[config.mk]
export PLATFORM = sky130hd
export DESIGN_NAME = delimiter_field_splitter_unit
export DESIGN_NICKNAME = d
export VERILOG_FILES = /design/src/rtl/dfsu_pkg.sv /design/src/rtl/dfsu_cell.sv /design/src/rtl/dfsu_out_fifo.sv /design/src/rtl/delimiter_field_splitter_unit.sv
export SDC_FILE = /design/constraint.sdc
export NUM_CORES = 1
export LEC_CHECK = 0
export BUFFER_PORTS_ARGS = -buffer_cell sky130_fd_sc_hd__buf_2
export CAP_MARGIN = 5
export CORE_ASPECT_RATIO = 1.25
export CORE_MARGIN = 10
export CORE_UTILIZATION = 50
export DETAILED_ROUTE_END_ITERATION = 16
export GPL_TIMING_DRIVEN = 0
export PLACE_DENSITY = 0.75
export SLEW_MARGIN = 20
export SYNTH_ARGS = -nofsm -noshare
export SYNTH_HDL_FRONTEND = slang
export SYNTH_SLANG_ARGS = --single-unit
[constraint.sdc]
create_clock -name clk -period 3.9 [get_ports clk]
set_input_delay 0.195 -clock clk [delete_from_list [all_inputs] [get_ports clk]]
set_output_delay 0.195 -clock clk [all_outputs]
set_load 0.02 [all_outputs]
[src/rtl/dfsu_pkg.sv]
// Types and constants of the delimiter field splitter.
package dfsu_pkg;

	localparam int unsigned MAX_DELIM_DEF = 8;
	localparam int unsigned DELIM_BYTES   = 8;
	localparam int unsigned CFG_IDX_W     = 2;

	localparam logic [CFG_IDX_W-1:0] REG_DELIM_LEN   = 2'd0;
	localparam logic [CFG_IDX_W-1:0] REG_DELIM_BYTES = 2'd1;
	localparam logic [CFG_IDX_W-1:0] REG_KEEP_EMPTY  = 2'd2;

	typedef struct packed {
		logic sel_new;
		logic load;
		logic shift;
	} cell_ctl_t;

	typedef struct packed {
		logic [7:0] out_byte;
		logic       byte_valid;
		logic       field_end;
		logic       string_done;
		logic       run_last;
	} res_t;

endpackage

[src/rtl/dfsu_cell.sv]
// One window cell: holds a byte, compares it against its delimiter byte.
module dfsu_cell (
	input  logic                 clk,
	input  dfsu_pkg::cell_ctl_t  ctl,
	input  logic [7:0]           in_byte,
	input  logic [7:0]           delim_byte,
	input  logic [7:0]           right_cand,
	output logic [7:0]           cand,
	output logic                 eq
);
	import dfsu_pkg::*;

	logic [7:0] byte_q;

	assign cand = ctl.sel_new ? in_byte : byte_q;
	assign eq   = (cand == delim_byte);

	always_ff @(posedge clk) begin
		if (ctl.shift) begin
			byte_q <= right_cand;
		end else if (ctl.load) begin
			byte_q <= in_byte;
		end
	end

endmodule

[src/rtl/dfsu_out_fifo.sv]
// Two-entry result queue between the window logic and the output port.
module dfsu_out_fifo (
	input  logic           clk,
	input  logic           arst_n,
	input  logic           push,
	input  dfsu_pkg::res_t push_res,
	output logic           room,
	output logic           out_valid,
	input  logic           out_ready,
	output dfsu_pkg::res_t out_res
);
	import dfsu_pkg::*;

	res_t       slot_q [2];
	logic       wr_ptr_q;
	logic       rd_ptr_q;
	logic [1:0] cnt_q;
	logic       pop;
	logic       do_push;

	assign room      = (cnt_q != 2'd2);
	assign out_valid = (cnt_q != 2'd0);
	assign out_res   = slot_q[rd_ptr_q];
	assign pop       = out_valid && out_ready;
	assign do_push   = push && room;

	always_ff @(posedge clk) begin
		if (do_push) begin
			slot_q[wr_ptr_q] <= push_res;
		end
	end

	always_ff @(posedge clk or negedge arst_n) begin
		if (!arst_n) begin
			wr_ptr_q <= 1'b0;
			rd_ptr_q <= 1'b0;
			cnt_q    <= 2'd0;
		end else begin
			if (do_push) begin
				wr_ptr_q <= ~wr_ptr_q;
			end
			if (pop) begin
				rd_ptr_q <= ~rd_ptr_q;
			end
			unique case ({do_push, pop})
				2'b10:   cnt_q <= cnt_q + 2'd1;
				2'b01:   cnt_q <= cnt_q - 2'd1;
				default: cnt_q <= cnt_q;
			endcase
		end
	end

endmodule

[src/rtl/delimiter_field_splitter_unit.sv]
// Delimiter field splitter: splits a byte stream into fields at a configured delimiter
// of up to eight bytes, found leftmost first without overlap. Bytes sit in a row of
// window cells until a full-length compare shows they do not start a match. Items
// without string end are taken back to back while the result queue has room and no
// flush runs. A string-end item that closes a field starts a flush that emits each byte
// still held in the window (at most one less than the effective delimiter length, so at
// most seven) and then the closing field end; the flush drains through cell 0 one byte a
// cycle while the queue has room, and new items wait meanwhile. A string-end item that
// closes nothing starts no flush. Results pass through a two-entry queue. Configuration
// writes are accepted in any cycle; issue them only while no item is in flight.
module delimiter_field_splitter_unit #(
	parameter int unsigned MAX_DELIM = dfsu_pkg::MAX_DELIM_DEF
) (
	input  logic                           clk,
	input  logic                           arst_n,
	input  logic                           s_tvalid,
	output logic                           s_tready,
	input  logic [7:0]                     s_tdata,   // in_byte
	input  logic [0:0]                     s_tuser,   // byte_present
	input  logic                           s_tlast,   // string_end
	output logic                           m_tvalid,
	input  logic                           m_tready,
	output logic [7:0]                     m_tdata,   // out_byte
	output logic [2:0]                     m_tuser,   // byte_valid, field_end, string_done
	output logic                           m_tlast,   // run_last
	input  logic                           cfg_valid,
	output logic                           cfg_ready,
	input  logic [dfsu_pkg::CFG_IDX_W-1:0] cfg_index,
	input  logic [63:0]                    cfg_data
);
	import dfsu_pkg::*;

	localparam int unsigned CNT_W = $clog2(MAX_DELIM + 1);

	logic [3:0]       delim_len_q;
	logic [63:0]      delim_bytes_q;
	logic             keep_empty_q;
	logic [CNT_W-1:0] count_q;
	logic             nonempty_q;
	logic             flush_q;

	logic [4:0]       len_wide;
	logic [CNT_W-1:0] len;
	logic             take;
	logic             cfg_take;
	logic             present_go;
	logic             full;
	logic             hit;
	logic             flush_go;
	logic             flush_byte;
	logic             shift_all;
	logic             fe_emit;
	logic             room;
	logic             push;
	res_t             push_res;
	res_t             out_res;
	logic [CNT_W-1:0] count_n;
	logic             nonempty_n;

	logic [7:0]         cand   [MAX_DELIM];
	logic [MAX_DELIM-1:0] eq;
	logic [MAX_DELIM-1:0] mask;

	always_comb begin
		len_wide = {1'b0, delim_len_q};
		if (len_wide > 5'(DELIM_BYTES)) begin
			len_wide = 5'(DELIM_BYTES);
		end
		if (len_wide > 5'(MAX_DELIM)) begin
			len_wide = 5'(MAX_DELIM);
		end
	end
	assign len = CNT_W'(len_wide);

	assign cfg_ready  = 1'b1;
	assign cfg_take   = cfg_valid && cfg_ready;
	assign s_tready   = !flush_q && room;
	assign take       = s_tvalid && s_tready;
	assign present_go = take && s_tuser[0] && (len != '0);
	assign full       = present_go && (count_q == len - 1'b1);
	assign hit        = &(eq | ~mask);
	assign flush_go   = flush_q && room;
	assign flush_byte = flush_go && (count_q != '0);
	assign shift_all  = (full && !hit) || flush_byte;

	for (genvar i = 0; i < MAX_DELIM; i++) begin : g_cell
		cell_ctl_t  ctl;
		logic [7:0] dbyte;
		logic [7:0] right;

		assign ctl.sel_new = present_go && (count_q == CNT_W'(i));
		assign ctl.load    = present_go && !full && (count_q == CNT_W'(i));
		assign ctl.shift   = shift_all;
		assign mask[i]     = (CNT_W'(i) < len);

		if (i < DELIM_BYTES) begin : g_db
			assign dbyte = delim_bytes_q[8*i +: 8];
		end else begin : g_nodb
			assign dbyte = 8'h00;
		end

		if (i == MAX_DELIM - 1) begin : g_end
			assign right = 8'h00;
		end else begin : g_mid
			assign right = cand[i+1];
		end

		dfsu_cell u_cell (
			.clk        (clk),
			.ctl        (ctl),
			.in_byte    (s_tdata),
			.delim_byte (dbyte),
			.right_cand (right),
			.cand       (cand[i]),
			.eq         (eq[i])
		);
	end

	always_comb begin
		count_n    = count_q;
		nonempty_n = nonempty_q;
		if (take && s_tuser[0] && (len == '0)) begin
			nonempty_n = 1'b1;
		end else if (full && hit) begin
			nonempty_n = 1'b0;
			count_n    = '0;
		end else if (full) begin
			nonempty_n = 1'b1;
		end else if (present_go) begin
			count_n = count_q + 1'b1;
		end
	end

	assign fe_emit = (len == '0) || keep_empty_q || nonempty_n || (count_n != '0);

	always_comb begin
		push     = 1'b0;
		push_res = '0;
		if (take) begin
			push_res.run_last = !(s_tlast && fe_emit);
			if (s_tuser[0] && (len == '0)) begin
				push                = 1'b1;
				push_res.out_byte   = s_tdata;
				push_res.byte_valid = 1'b1;
			end else if (full && hit) begin
				push               = keep_empty_q || nonempty_q;
				push_res.field_end = 1'b1;
			end else if (full) begin
				push                = 1'b1;
				push_res.out_byte   = cand[0];
				push_res.byte_valid = 1'b1;
			end
		end else if (flush_byte) begin
			push                = 1'b1;
			push_res.out_byte   = cand[0];
			push_res.byte_valid = 1'b1;
		end else if (flush_go) begin
			push                 = 1'b1;
			push_res.field_end   = 1'b1;
			push_res.string_done = 1'b1;
			push_res.run_last    = 1'b1;
		end
	end

	always_ff @(posedge clk or negedge arst_n) begin
		if (!arst_n) begin
			delim_len_q   <= '0;
			delim_bytes_q <= '0;
			keep_empty_q  <= 1'b0;
			count_q       <= '0;
			nonempty_q    <= 1'b0;
			flush_q       <= 1'b0;
		end else if (cfg_take) begin
			unique case (cfg_index)
				REG_DELIM_LEN: begin
					delim_len_q <= cfg_data[3:0];
					count_q     <= '0;
					nonempty_q  <= 1'b0;
				end
				REG_DELIM_BYTES: begin
					delim_bytes_q <= cfg_data;
					count_q       <= '0;
					nonempty_q    <= 1'b0;
				end
				REG_KEEP_EMPTY: begin
					keep_empty_q <= cfg_data[0];
				end
				default: begin
				end
			endcase
		end else if (take) begin
			count_q    <= count_n;
			nonempty_q <= s_tlast ? 1'b0 : nonempty_n;
			flush_q    <= s_tlast && fe_emit;
		end else if (flush_byte) begin
			count_q <= count_q - 1'b1;
		end else if (flush_go) begin
			flush_q <= 1'b0;
		end
	end

	dfsu_out_fifo u_out_fifo (
		.clk       (clk),
		.arst_n    (arst_n),
		.push      (push),
		.push_res  (push_res),
		.room      (room),
		.out_valid (m_tvalid),
		.out_ready (m_tready),
		.out_res   (out_res)
	);

	assign m_tdata = out_res.out_byte;
	assign m_tuser = {out_res.string_done, out_res.field_end, out_res.byte_valid};
	assign m_tlast = out_res.run_last;

endmodule

---- Yosys cells after proc, flatten, opt, wreduce, memory -nomap -nowiden ----
Memory sizes are Yosys's and may differ from the RTL's.
Cells that the tools add are included.
W data, S select, Z words.
cells by class
  add/sub/neg operators ................... 5
  order comparisons ....................... 10
  eq/ne operators ......................... 23
  mux-type cells .......................... 62
  bitwise operators ....................... 5
  reduce and logical (&&, ||, !) cells .... 66
operators by type and width
  cell                   number
  $mux W8                22
  $eq A8 B8 Y1           8
  $mux W4                10
  $mux W9                4
  $logic_and A1 B1 Y1    31
  $mux W1                22
  $reduce_bool A2 Y1     11
  $eq A4 B3 Y1 const B   4
  $lt A3 B4 Y1 const A   4
  $reduce_bool A4 Y1     3
  $mux W10               1
  $reduce_and A2 Y1      5
  $eq A4 B2 Y1 const B   2
  $logic_not A4 Y1       2
  $lt A1 B4 Y1 const A   2
  $lt A2 B4 Y1 const A   2
  $not A8 Y8             1
  $or A8 B8 Y8           1
  $reduce_and A8 Y1      1
  $sub A4 B1 Y4 const B  2
  $mux W3                2
  $ne A2 B2 Y1 const B   3
  $gt A5 B4 Y1 const B   1
  $logic_or A1 B1 Y1     5
  15 further kinds       22
word-level totals
  register bits ........................... 143
  memory bits (writable) .................. 24
  input bits .............................. 81
  output and inout bits ................... 15
  logic and storage cells ................. 189
  memories kept ........................... 1
memory list
  memory             words  width  read ports  clocked after memory_dff  wr ports  RTL line             source
  u_out_fifo.slot_q  2      12     1           0                         1         dfsu_out_fifo.sv:14  res_t slot_q [2];

---- Depth between registers and ports, before layout ----
  depth in word-level cells ............... 19
  mapped depth ............................ 17
  gate-level depth less buffers ........... 16

---- Cells and area by module ----
From an unflattened synthesis, not the netlist that was laid out.
unflattened totals
  cell total of the unflattened synthesis .. 655
  area, all modules ....................... 9,291.4 um^2
modules (own cells, without submodules)
  module                         instances  cells an instance  area an instance (um^2)  sequential area each (um^2)
  dfsu_cell                      8          38                 564.3                    240.2
  delimiter_field_splitter_unit  1          297                3,718.6                  1,876.8
  dfsu_out_fifo                  1          54                 1,058.5                  820.8

---- Least setup slack after synthesis ----
No wires, ideal clock.
  kind .................................... reg2reg
  from .................................... register delim_len_q[3]
  to ...................................... register g_cell[6].u_cell.byte_q[0], enable pin
  library setup time ...................... 356 ps
  arrival time ............................ 3,652 ps
  data required time ...................... 3,544 ps
  slack ................................... -108 ps
  stages on the path, launching flop included .. 15
  buffers on the path ..................... 2
  period minus slack after synthesis ...... 4,008 ps
  cell sequence ........................... dfrtp_1 > buf_1 > nand2b_1 > ha_1 > or3b_4 > and4_4 > nand2_1 > mux2_2 > a21oi_1 > a21oi_1 > a2111oi_4 > and2_1 > a21o_1 > buf_2 > o21ai_0
between the ends
  longest elaborated chain between the ends .. 15
  elaborated cells on any way between the ends .. 51
  those cells by class .................... add/sub (1); order compare (10); eq/ne (9); mux (10); bitwise (2); reduce/logical (19)
RTL lines
  element                         RTL line                              source
  start, declared                 delimiter_field_splitter_unit.sv:35   logic [3:0] delim_len_q;
  start signal, assigned          delimiter_field_splitter_unit.sv:176  delim_len_q <= cfg_data[3:0];
  $gt A4 B4 Y1                    delimiter_field_splitter_unit.sv:66   if (len_wide > 5'(DELIM_BYTES)) begin
  $mux W4 *                       delimiter_field_splitter_unit.sv:66
  $gt A5 B4 Y1                    delimiter_field_splitter_unit.sv:69   if (len_wide > 5'(MAX_DELIM)) begin
  $mux W4 *                       delimiter_field_splitter_unit.sv:69
  $reduce_bool A4 Y1              delimiter_field_splitter_unit.sv:79   assign present_go = take && s_tuser[0] && (len != '0);
  $logic_and A1 B1 Y1             delimiter_field_splitter_unit.sv:79
  $logic_and A1 B1 Y1             delimiter_field_splitter_unit.sv:91   assign ctl.sel_new = present_go && (count_q == CNT_W'(i));
  $mux W8                         dfsu_cell.sv:15                       assign cand = ctl.sel_new ? in_byte : byte_q;
  $eq A8 B8 Y1                    dfsu_cell.sv:16                       assign eq = (cand == delim_byte);
  $or A8 B8 Y8                    delimiter_field_splitter_unit.sv:81   assign hit = &(eq | ~mask);
  $reduce_and A8 Y1               delimiter_field_splitter_unit.sv:81
  $logic_not A1 Y1                delimiter_field_splitter_unit.sv:84   assign shift_all = (full && !hit) || flush_byte;
  $logic_and A1 B1 Y1             delimiter_field_splitter_unit.sv:84
  $logic_or A1 B1 Y1              delimiter_field_splitter_unit.sv:84
  $reduce_bool A2 Y1 (no line) *  --
  end signal, assigned            dfsu_cell.sv:20                       byte_q <= right_cand;
  end signal, assigned            dfsu_cell.sv:22                       byte_q <= in_byte;
  end, declared                   dfsu_cell.sv:13                       logic [7:0] byte_q;
Mark *: on every way between the ends. The rest lies on a longest branch, timed or not.
A chain may end at the register's enable or synchronous reset.

---- Final worst setup path ----
  from .................................... register delim_len_q[3]
  to ...................................... register g_cell[1].u_cell.byte_q[4], data pin
between the ends
  longest elaborated chain between the ends .. 15
  elaborated cells on any way between the ends .. 48
  those cells by class .................... add/sub (1); order compare (10); eq/ne (9); mux (11); bitwise (2); reduce/logical (15)
RTL lines
  element               RTL line                             source
  $gt A4 B4 Y1          delimiter_field_splitter_unit.sv:66
  $mux W4 *             delimiter_field_splitter_unit.sv:66
  $gt A5 B4 Y1          delimiter_field_splitter_unit.sv:69
  $mux W4 *             delimiter_field_splitter_unit.sv:69
  $reduce_bool A4 Y1    delimiter_field_splitter_unit.sv:79
  $logic_and A1 B1 Y1   delimiter_field_splitter_unit.sv:79
  $logic_and A1 B1 Y1   delimiter_field_splitter_unit.sv:91
  $mux W8               dfsu_cell.sv:15
  $eq A8 B8 Y1          dfsu_cell.sv:16
  $or A8 B8 Y8          delimiter_field_splitter_unit.sv:81
  $reduce_and A8 Y1     delimiter_field_splitter_unit.sv:81
  $logic_not A1 Y1      delimiter_field_splitter_unit.sv:84
  $logic_and A1 B1 Y1   delimiter_field_splitter_unit.sv:84
  $logic_or A1 B1 Y1    delimiter_field_splitter_unit.sv:84
  $mux W8 *             dfsu_cell.sv:19                      if (ctl.shift) begin
  end signal, assigned  dfsu_cell.sv:20
  end signal, assigned  dfsu_cell.sv:22
  end, declared         dfsu_cell.sv:13
Marks and branches as above.

==> flow_summary_export.csv <==
group,metric,value,unit
status,status,"finished with violations",
status,violations,"setup timing",
placement,io_buffer_count,87,
synthesis,syn_area,0.00918,mm2
timing,tightest_slew,974,ps
route,num_vias,6708,
timing,finalHoldViolations,0,
floorplanning,core_area,0.0181,mm2
critical_path,path_delay_family,"simple AND/OR/NAND/NOR gates",
cts,path_clk_slew,60,ps
power_and_ir_drop,powerDensity,624,mW/mm2
hold_path,hold_class,"in2reg",
placement,gp_congestion,0.969,
final_layout,diodes,0,
global_routing,grt_pass1_vias,7048,
final_layout,fin_cells,1167,
final_layout,final_util,64.0,%
final_layout,postLayoutCellArea,0.0116,mm2
floorplanning,die_y,171,um
timing,setup_viol,16,
route,wl_per_cell,21.4,um
power_and_ir_drop,p_leak,4.67,nW
timing,skew,12.5,ps
placement,dp_hpwl,17600,um
timing,max_slew_margin,35.0,%
critical_path,end_kind,"register",
timing,fin_ws,-49.8,ps
global_routing,overflow,0,
cts,htreeDepth,4,
global_routing,grt_use_met1,22.5,%
global_routing,grt_busiest_layer,"met2",
route,drtPass1Iterations,8,
synthesis,ys.flop_type,"edfxtp_1",
cts,clkLatencyLatePin,440,ps
global_routing,grt_max_degree,42,
placement,place_area,0.00992,mm2
global_routing,grt_use_met2,35.7,%
final_layout,area_growth,26.3,%
timing,max_freq,253,MHz
floorplanning,initial_utilization,50.7,%
critical_path,crit_path_start,"delim_len_q[3]",
cts,cts_tree,"done",
global_routing,antenna_found_initial,0,
timing,finalMaxSlewViolations,0,
cts,cts_root_buffer,"clkbuf_16",
cts,cts.sink_count,167,
placement,dpl_worst_slack,-1000,ps
placement,placed_cells,1061,
critical_path,cp_cell_sequence,"buf_6 -> nand2b_4 -> ha_4 -> or3b_4 -> and4_4 -> buf_12 -> nand3_4 -> mux2i_1 -> xor2_1 -> a31oi_1 -> a211oi_2 -> buf_4 -> a31oi_4 -> nor2b_4 -> buf_8 -> mux2_4",
route,routed_via_density,5.75,
critical_path,cpMaxStageDelayCell,"dfrtp_2",
route,drt_iter0_markers,632,
synthesis,synth_edf_count,80,
synthesis,avgSynthCellArea,12.3,um2
timing,fin_crit,3950,ps
route,ant_nets,0,
critical_path,required,4080,ps
final_layout,layout.nets,1015,
synthesis,ys_types,68,
hold_path,min_from,"cfg_data[35]",
floorplanning,die_area,0.0242,mm2
synthesis,synthArstFlopShare,47.3,%
critical_path,rr_startpoint,"delim_len_q[3]",
synthesis,yosys_warnings,0,
synthesis,ys_seq_area_share,49.5,%
critical_path,cpPeakStageDelay,440,ps
final_layout,drive_gt1_share,36.3,%
global_routing,grt_usage,20.2,%
floorplanning,num_rows,55,
critical_path,reg2reg_slack,-50,ps
critical_path,critPathMaxFanout,8,
timing,finalCritPeriodShare,101,%
critical_path,critical_path_buf_inv_count,4,
critical_path,critical_path_arrival,4130,ps
job,cap_violations,0,
global_routing,grt_util_met3,3.97,%
floorplanning,io_pins,96,
power_and_ir_drop,vdd_drop_max,0.418,mV
synthesis,syn_inst,745,
timing,rsz0062_at_grt,"true",
synthesis,ys_ff_latch,167,
route,drc,0,
floorplanning,die_w,141,um
critical_path,start_kind,"register",
critical_path,criticalPathCategory,"reg2reg",
cts,numCtsBuffers,17,
global_routing,grt_pass1_wl,38000,um
synthesis,syn_nets,834,
route,wl,25000,um
cts,cts_max_path_buffers,2,
sequential cells by signal (all words and copies together) (netlist names):
| signal | flops |
|---|---|
| g_cell.u_cell.byte_q | 64 |
| count_q | 4 |
| u_out_fifo.wr_ptr_q | 1 |
| u_out_fifo.cnt_q | 2 |
| flush_q | 1 |
| nonempty_q | 1 |
| keep_empty_q | 1 |
| delim_bytes_q | 64 |
| u_out_fifo.slot_q | 24 |
| u_out_fifo.rd_ptr_q | 1 |
| delim_len_q | 4 |
synth_stat cells, drive strengths merged (5+ instances only):
cell / count / share of area (%)
a21oi: 26 / 1.4
o21ai: 30 / 1.6
nand4: 14 / 0.95
mux2i: 22 / 2.4
dfrtp: 79 / 22
nor2: 15 / 0.78
edfxtp: 80 / 26
clkbuf: 26 / 1.1
xor2: 54 / 5.2
inv: 24 / 0.98
nor3: 8 / 0.44
nand3: 16 / 1.1
a31oi: 5 / 0.67
nor4: 13 / 0.95
a22o: 8 / 0.76
buf: 14 / 1.0
xnor2: 52 / 5.0
mux2: 130 / 16
nor2b: 9 / 0.70
dfxtp: 8 / 1.7
ha: 8 / 1.1
nand2b: 5 / 0.37
nand2: 33 / 1.6
and2: 8 / 0.57
kinds of logic after synthesis:
logic type                 share of synthesized area (%)
DFF                                                 49.5
muxes                                               18.9
and+or+nand+nor                                     8.56
AOI/OAI and AO/OA                                   8.78
xor gates and xnor gates                            10.1
buffers and inverters                               3.08
adders and majority gates                           1.09
other                                             0.0409
worst paths after layout:
path | endpoint | depth (start not counted)
worst max-delay path | g_cell[1].u_cell.byte_q[4] | 16
worst min-delay path | delim_bytes_q[35] | 2
worst max register to register | g_cell[1].u_cell.byte_q[4] | 16
worst min register to register | g_cell[7].u_cell.byte_q[7] | 2
max in group asynchronous | delim_len_q[3] | 3
min in group asynchronous | delim_bytes_q[42] | 2
final cells by class:
cell class	count	area, um2
clock buffer	20	447
sequential	167	4540
fill	1353	6510
buffer	38	229
clock inverter	12	103
timing repair buffer	164	1180
multi-input combinational	514	4710
inverter	24	90.1
tap	228	285
per-layer routing:
layer / part of all wire [%] / vias up
li1: - / 3080
met1: 37 / 3291
met2: 53 / 272
met3: 6.3 / 65
met4: 3.8 / 0
met5: 0 / -
through the flow:
step / power (mW) / setup TNS [ps] / hold WS, ps
floorplan: 4.55 / -5190 / -101
global placement: 5.13 / -99140 / 427
detailed placement: 5.20 / -108510 / 203
CTS: 7.01 / 0 / 0.957
global route: 7.57 / -5540 / 1.78
finish: 7.24 / -374 / 2.47
where the power goes:
part	internal (mW)	switching [mW]
Combinational	1.33	1.46
Clock	0.891	0.704
Sequential	2.45	0.387
repair_timing:
item,in CTS,in global routing
gates cloned,1,0
pin swaps,12,15
hold buffers,51,1
resized for setup,46,51
setup endpoints to repair,175,158
hold endpoints to repair,88,1
setup buffers,14,9
cells in the final DEF (no fill, tap or decap), drive strengths merged, types with 13 or more instances in the layout:
cell type	synthesis	final
mux2i	22	22
nand4	14	14
nand2	33	33
dlygate4sd3	0	52
edfxtp	80	80
a21oi	26	26
dfrtp	79	79
nand3	16	16
o21ai	30	30
inv	24	25
mux2	130	130
buf	14	124
xnor2	52	52
nor2	15	15
xor2	54	54
nor4	13	13
clkbuf	26	45
Note: power is estimated with default switching activity, not from simulation.
